<file path="src/hdl/snes_pkg.sv">
// Shared constants and helper functions for the game pad serial reader.
package snes_pkg;

    localparam int unsigned SERIAL_BITS = 17;
    localparam int unsigned BTN_W = 13;
    localparam int unsigned HALF_W = 16;
    localparam int unsigned TICK_W = 17;
    localparam int unsigned BIT_IDX_W = 5;

    localparam logic [HALF_W-1:0] HALF_PERIOD_RESET = 16'd6;

    localparam logic [BTN_W-1:0] BTN_UP = 13'h0008;
    localparam logic [BTN_W-1:0] BTN_DOWN = 13'h0010;
    localparam logic [BTN_W-1:0] BTN_LEFT = 13'h0020;
    localparam logic [BTN_W-1:0] BTN_RIGHT = 13'h0040;

    // Output bit for each serial position; the four spare positions set nothing.
    function automatic logic [BTN_W-1:0] serial_map(input logic [BIT_IDX_W-1:0] idx);
        logic [BTN_W-1:0] mask;
        begin
            unique case (idx)
                5'd0: mask = 13'h0200;
                5'd1: mask = 13'h0400;
                5'd2: mask = 13'h0002;
                5'd3: mask = 13'h0004;
                5'd4: mask = 13'h0008;
                5'd5: mask = 13'h0010;
                5'd6: mask = 13'h0020;
                5'd7: mask = 13'h0040;
                5'd8: mask = 13'h0080;
                5'd9: mask = 13'h0100;
                5'd10: mask = 13'h0800;
                5'd11: mask = 13'h1000;
                5'd16: mask = 13'h0001;
                default: mask = '0;
            endcase
            return mask;
        end
    endfunction

    // Clears both buttons of a pair when both are pressed.
    function automatic logic [BTN_W-1:0] drop_opposite(input logic [BTN_W-1:0] word,
                                                       input logic [BTN_W-1:0] pair);
        begin
            if ((word & pair) == pair)
                return word & ~pair;
            return word;
        end
    endfunction

endpackage

</file>
<file path="src/hdl/snes_pad_reader.sv">
// Result: a result word appears in the output register in the cycle after its tick is accepted.
// Throughput: one tick word per cycle; the sequencer and the output register both advance
// whenever a tick word is offered and the output register is empty or being drained in the same cycle.
// Reset (rst_n low, asynchronous): sequencer idle, counters and collected bits cleared,
// last button word zero, half period back to 6, output register empty.
// Top level of the game pad serial reader: sequencer, bit collection and output register.
module snes_pad_reader (
    input  logic                              clk,
    input  logic                              rst_n,
    input  logic                              cfg_we,
    input  logic [snes_pkg::HALF_W-1:0]       cfg_data,
    input  logic                              in_valid,
    output logic                              in_ready,
    input  logic                              start_read,
    input  logic                              data_line,
    output logic                              out_valid,
    input  logic                              out_ready,
    output logic                              latch_out,
    output logic                              clock_out,
    output logic                              busy_res,
    output logic                              done_res,
    output logic [snes_pkg::BTN_W-1:0]        buttons
);

    typedef enum logic [2:0] {
        PH_IDLE  = 3'd0,
        PH_LATCH = 3'd1,
        PH_WAIT  = 3'd2,
        PH_LOW   = 3'd3,
        PH_HIGH  = 3'd4
    } phase_t;

    phase_t                          phase_reg, phase_next;
    logic [snes_pkg::TICK_W-1:0]     tick_count_reg, tick_count_next;
    logic [snes_pkg::BIT_IDX_W-1:0]  bit_index_reg, bit_index_next;
    logic [snes_pkg::BTN_W-1:0]      gathered_reg, gathered_next;
    logic [snes_pkg::BTN_W-1:0]      last_buttons_reg, last_buttons_next;
    logic [snes_pkg::HALF_W-1:0]     half_period_reg;

    logic                            out_valid_reg;
    logic                            latch_reg, clock_reg, busy_reg, done_reg;
    logic                            done_next;

    logic                            in_fire;
    logic [snes_pkg::HALF_W-1:0]     half_eff;
    logic [snes_pkg::TICK_W-1:0]     half_ext, full_ext, tick_inc;
    logic [snes_pkg::BIT_IDX_W-1:0]  bit_inc;
    logic [snes_pkg::BTN_W-1:0]      word;

    assign in_ready = !out_valid_reg || out_ready;
    assign in_fire  = in_valid && in_ready;

    assign half_eff = (half_period_reg == '0) ? snes_pkg::HALF_W'(1) : half_period_reg;
    assign half_ext = {1'b0, half_eff};
    assign full_ext = {half_eff, 1'b0};
    assign tick_inc = tick_count_reg + snes_pkg::TICK_W'(1);
    assign bit_inc  = bit_index_reg + snes_pkg::BIT_IDX_W'(1);

    always_comb
    begin
        phase_next        = phase_reg;
        tick_count_next   = tick_count_reg;
        bit_index_next    = bit_index_reg;
        gathered_next     = gathered_reg;
        last_buttons_next = last_buttons_reg;
        done_next         = 1'b0;
        word              = gathered_reg;

        unique case (phase_reg)
            PH_LATCH:
            begin
                tick_count_next = tick_inc;
                if (tick_inc >= full_ext)
                begin
                    phase_next      = PH_WAIT;
                    tick_count_next = '0;
                end
            end
            PH_WAIT:
            begin
                tick_count_next = tick_inc;
                if (tick_inc >= half_ext)
                begin
                    phase_next      = PH_LOW;
                    tick_count_next = '0;
                end
            end
            PH_LOW:
            begin
                tick_count_next = tick_inc;
                if (tick_inc >= half_ext)
                begin
                    if (!data_line && bit_index_reg < snes_pkg::BIT_IDX_W'(snes_pkg::SERIAL_BITS))
                        gathered_next = gathered_reg | snes_pkg::serial_map(bit_index_reg);
                    phase_next      = PH_HIGH;
                    tick_count_next = '0;
                end
            end
            PH_HIGH:
            begin
                tick_count_next = tick_inc;
                if (tick_inc >= half_ext)
                begin
                    tick_count_next = '0;
                    bit_index_next  = bit_inc;
                    if (bit_inc >= snes_pkg::BIT_IDX_W'(snes_pkg::SERIAL_BITS))
                    begin
                        // A pad that never pulled the last bit low is reported as absent.
                        if (gathered_reg[0])
                        begin
                            word = snes_pkg::drop_opposite(gathered_reg,
                                                           snes_pkg::BTN_UP | snes_pkg::BTN_DOWN);
                            word = snes_pkg::drop_opposite(word,
                                                           snes_pkg::BTN_LEFT | snes_pkg::BTN_RIGHT);
                        end
                        else
                        begin
                            word = '0;
                        end
                        last_buttons_next = word;
                        done_next         = 1'b1;
                        phase_next        = PH_IDLE;
                        bit_index_next    = '0;
                    end
                    else
                    begin
                        phase_next = PH_LOW;
                    end
                end
            end
            default:
            begin
                // Idle, and any code outside the sequence, waits for a start request.
                phase_next = PH_IDLE;
                if (start_read)
                begin
                    phase_next      = PH_LATCH;
                    tick_count_next = '0;
                    bit_index_next  = '0;
                    gathered_next   = '0;
                end
            end
        endcase
    end

    always_ff @(posedge clk or negedge rst_n)
    begin
        if (!rst_n)
            half_period_reg <= snes_pkg::HALF_PERIOD_RESET;
        else if (cfg_we)
            half_period_reg <= cfg_data;
    end

    always_ff @(posedge clk or negedge rst_n)
    begin
        if (!rst_n)
        begin
            phase_reg        <= PH_IDLE;
            tick_count_reg   <= '0;
            bit_index_reg    <= '0;
            gathered_reg     <= '0;
            last_buttons_reg <= '0;
            out_valid_reg    <= 1'b0;
            latch_reg        <= 1'b0;
            clock_reg        <= 1'b1;
            busy_reg         <= 1'b0;
            done_reg         <= 1'b0;
        end
        else
        begin
            if (in_fire)
            begin
                phase_reg        <= phase_next;
                tick_count_reg   <= tick_count_next;
                bit_index_reg    <= bit_index_next;
                gathered_reg     <= gathered_next;
                last_buttons_reg <= last_buttons_next;
                out_valid_reg    <= 1'b1;
                latch_reg        <= (phase_next == PH_LATCH);
                clock_reg        <= (phase_next != PH_LOW);
                busy_reg         <= (phase_next != PH_IDLE);
                done_reg         <= done_next;
            end
            else if (out_ready)
            begin
                out_valid_reg <= 1'b0;
            end
        end
    end

    assign out_valid = out_valid_reg;
    assign latch_out = latch_reg;
    assign clock_out = clock_reg;
    assign busy_res  = busy_reg;
    assign done_res  = done_reg;
    assign buttons   = last_buttons_reg;

`ifndef SYNTHESIS
    // The sequence has ended on the word that reports new buttons.
    assert property (@(posedge clk) disable iff (!rst_n)
        (out_valid && done_res) |-> !busy_res)
        else $error("done word reported while busy");

    // Latch high and clock low only happen inside a read.
    assert property (@(posedge clk) disable iff (!rst_n)
        (out_valid && (latch_out || !clock_out)) |-> busy_res)
        else $error("pad lines active outside a read");

    // An absent pad always reads as an all-zero word.
    assert property (@(posedge clk) disable iff (!rst_n)
        !buttons[0] |-> (buttons == '0))
        else $error("buttons set without a connected pad");

    // Opposite directions are never reported together.
    assert property (@(posedge clk) disable iff (!rst_n)
        !(buttons[3] && buttons[4]) && !(buttons[5] && buttons[6]))
        else $error("opposite directions both reported");

    // The buttons word changes only on a done word.
    assert property (@(posedge clk) disable iff (!rst_n)
        !$stable(buttons) |-> (out_valid && done_res))
        else $error("buttons changed without a done word");
`endif

endmodule

</file>
<file path="config.mk">
export PLATFORM = sky130hd
export DESIGN_NAME = snes_pad_reader
export DESIGN_NICKNAME = d
export VERILOG_FILES = /design/src/hdl/snes_pkg.sv /design/src/hdl/snes_pad_reader.sv
export SDC_FILE = /design/constraint.sdc
export NUM_CORES = 1
export LEC_CHECK = 0
export BUFFER_PORTS_ARGS = -buffer_cell sky130_fd_sc_hd__buf_2
export CAP_MARGIN = 20
export CORE_UTILIZATION = 60
export DETAILED_ROUTE_END_ITERATION = 7
export PLACE_DENSITY = 0.83
export SLEW_MARGIN = 40
export SYNTH_ARGS = -nofsm -noshare
export SYNTH_HDL_FRONTEND = slang
export SYNTH_SLANG_ARGS = --single-unit
</file>
<file path="constraint.sdc">
create_clock -name clk -period 4.02 [get_ports clk]
set_input_delay 0.804 -clock clk [delete_from_list [all_inputs] [get_ports clk]]
set_output_delay 0.804 -clock clk [all_outputs]
set_load 0.01 [all_outputs]
</file>
==> impl_metrics.yaml <==
power_and_ir_drop:
  total_power_w: 0.00185
  power_per_cell_area_mw_per_mm2: 391
  p_leak_nw: 2.30
  vdd_drop_max_mv: 0.353
sta:
  setup_violations: 0
  tightest_slew_ns: 0.604
  tns_ns: 0
  fin_skew_ns: 0.0132
  timing.slew.headroom_pct: 59.7
  rsz0062_at_grt: "no"
  final-hold-violation-count: 0
  fmax_mhz: 270
  post-route-period-util_pct: 92.0
  layout_setup_ws_ns: 0.321
  finalMaxSlewViolations: 0
  period_needed_ns: 3.70
synthesis:
  syn_area_mm2: 0.00426
  netlist.top_cell.by_area: "dfrtp_1"
  synth_common_cells: "dfrtp_1 (69), nand2_1 (69), ha_1 (39)"
  ys_warn_count: 0
  syn_avg_cell_area_um2: 9.43
  ys_seq_elements: 72
  synth-edff-count: 0
  synth.area.top_cells: "dfrtp_1 (41%), ha_1 (11%), nand2_1 (6.1%)"
  syn_inst: 452
  syn_nets: 514
  async_flop_share_pct: 100
  synth_ff_type: "dfrtp_1"
  netlist.area_leader.share_pct: 40.5
  ys_seq_area_share_pct: 42.4
  synth_cell_types: 65
route:
  wl_per_cell_um: 15.0
  drtAntennaViolNets: 0
  drt_drc_violations_left: 0
  dr.pass1.iters: 4
  wl_um: 8910
  wl_met2_um: 3940
  wl_met1_um: 4430
  via_per_inst: 5.71
  dr_wl_met3_um: 433
  drt-initial-drc-count: 234
  top_layer_used: "met4"
  vias: 3390
finish:
  largest_register_ffs: 17
  drive_above_1_share_pct: 16.9
  final_util_pct: 69.4
  area.growth.synth_to_final_pct: 11.2
  n_antenna_cell: 0
  final_cells: 594
  fin_nets: 555
worst_setup_path:
  ff2ff_setup_slack_ns: 0.32
  end_kind: "register"
  path_max_fanout: 5
  required_ns: 4.26
  start_kind: "register"
  r2r_cells: 14
  worst_path_largest_cell_delay_ns: 0.50
  path_cells: "ha_1, nand4_1, inv_2, nand3_1, nor2_1, xor2_1, ha_1, nand4_1, a2111oi_1, o41ai_1, and3_1, a311o_1, a31o_1, a22o_1"
  cp-endpoint: "tick_count_reg[3]"
  worstSetupPathType: "reg2reg"
  r2r_start: "tick_count_reg[0]"
  crit_arrival_ns: 3.94
  crit_start: "tick_count_reg[0]"
  r2r_end: "tick_count_reg[3]"
  crit_slowest_cell: "a2111oi_1"
placed_design:
  dp_slack_ns: 0.350
  dp_cells: 578
  post-dp-hpwl_um: 6610
  portBuffers: 41
  gp_congestion: 0.913
cts:
  postCtsSetupBuffers: 0
  clk_latency_ns: 0.36
  path_clk_slew_ns: 0.09
  cts.sinks: 72
  cts_tree: "done"
  cts_max_level: 3
  cts_root_buf: "clkbuf_8"
  cts_buffer_depth: 2
  cts_made_buffers: 9
global_routing:
  antenna_found_initial: 0
  first_global_vias: 3318
  grt_use_total_pct: 26.7
  grt_pass1_wl_um: 15600
  grt_max_degree: 38
  grt-ovfl-total: 0
job:
  cap_violations: 0
outcome:
  outcome: "finished, final reports clean"
die:
  die-height_um: 86.3
  core-area_mm2: 0.00683
  rows: 30
  ios: 42
  dieArea_mm2: 0.00744
  start_util_pct: 62.4
  fp.dieW_um: 86.3
min_path:
  hp-class: "in2async"
[through the flow]
| stage | hold slack, ns | cell area [µm²] |
|---|---|---|
| floorplan | 0.451 | 4260 |
| global placement | 0.459 | 4550 |
| detailed placement | 0.464 | 4550 |
| CTS | 0.417 | 4740 |
| global route | 0.441 | 4740 |
| finish | 0.399 | 4740 |
[cell usage in the layout (no fill, tap or decap), types with 2 or more instances in the layout]
cell        count
a2111oi_0       4
a21o_1          6
a21oi_1        15
a22o_1         19
a22oi_1         2
a32o_1          2
and3_1          3
and4_1          2
buf_2          40
buf_4           6
clkbuf_8        9
clkinvlp_4      3
dfrtp_1        69
dfstp_2         3
ha_1           39
inv_1          32
inv_6           3
mux2_2          2
nand2_1        69
nand2b_1        9
nand3_1        13
nand3b_1        3
nand4_1         8
nand4_2         2
nor2_1         21
nor2b_1         2
nor3_1          6
nor4_1          6
nor4_2          2
o211ai_1        3
o21ai_0        19
o21ai_1        23
o2bb2ai_1       2
o31ai_1         3
xnor2_1         7
xor2_1          9
[worst max-delay path: cells and delay by family (launching register included)]
family	cells	cell delay, ns
AOI/OAI and AO/OA	5	1.38
and+or+nand+nor	5	0.86
adders and majority gates	2	0.49
DFF	1	0.45
xor gates and xnor gates	1	0.32
buffers and inverters	1	0.09
[worst min path at each step]
stage	start	endpoint	cells after the start
4_1_cts	rst_n	half_period_reg[15]	1
2_1_floorplan	gathered_reg[6]	buttons[5]	1
6_report	rst_n	half_period_reg[15]	1
3_5_place_dp	done_res	done_res	2
3_3_place_gp	done_res	done_res	2
5_1_grt	rst_n	half_period_reg[15]	1
[per-layer routing]
layer,up-vias,track usage (%)
met5,-,0
met4,0,9.85
met3,14,5.71
met2,73,39.8
li1,1696,-
met1,1607,38.3
[layout make-up]
class                      instances  area (µm²)
clock buffer                       9         124
clock inverter                     7        60.1
fill                             548        2090
inverter                          33         124
multi-input combinational        330        2240
sequential                        72        1810
tap                               96         120
timing repair buffer              47         265
[power by group]
group,leakage (nW),total (W),internal [W],switching (W)
combinational,1.27,0.000447,0.000184,0.000262
clock,0.0848,0.000543,0.000234,0.000309
sequential,0.954,0.000862,0.000784,0.0000771
[cells by family (layout without fill, tap and decap cells)]
| kind of cell | count (synthesis) | after routing | synth area share (%) |
|---|---|---|---|
| flip-flops | 72 | 72 | 42.4 |
| AND/OR/NAND/NOR | 159 | 159 | 18.9 |
| buffers and inverters | 50 | 96 | 5.11 |
| XOR/XNOR | 16 | 16 | 3.29 |
| adder cells (fa/ha/maj) | 39 | 39 | 11.5 |
| AO/OA/AOI/OAI | 113 | 113 | 18.0 |
| multiplexers | 3 | 3 | 0.881 |
[timing repair]
item                       4_1_cts  5_1_grt
resized for setup                0        1
hold buffers                     0        0
setup endpoints to repair        0        1
Note: power is estimated with default switching activity, not from simulation.
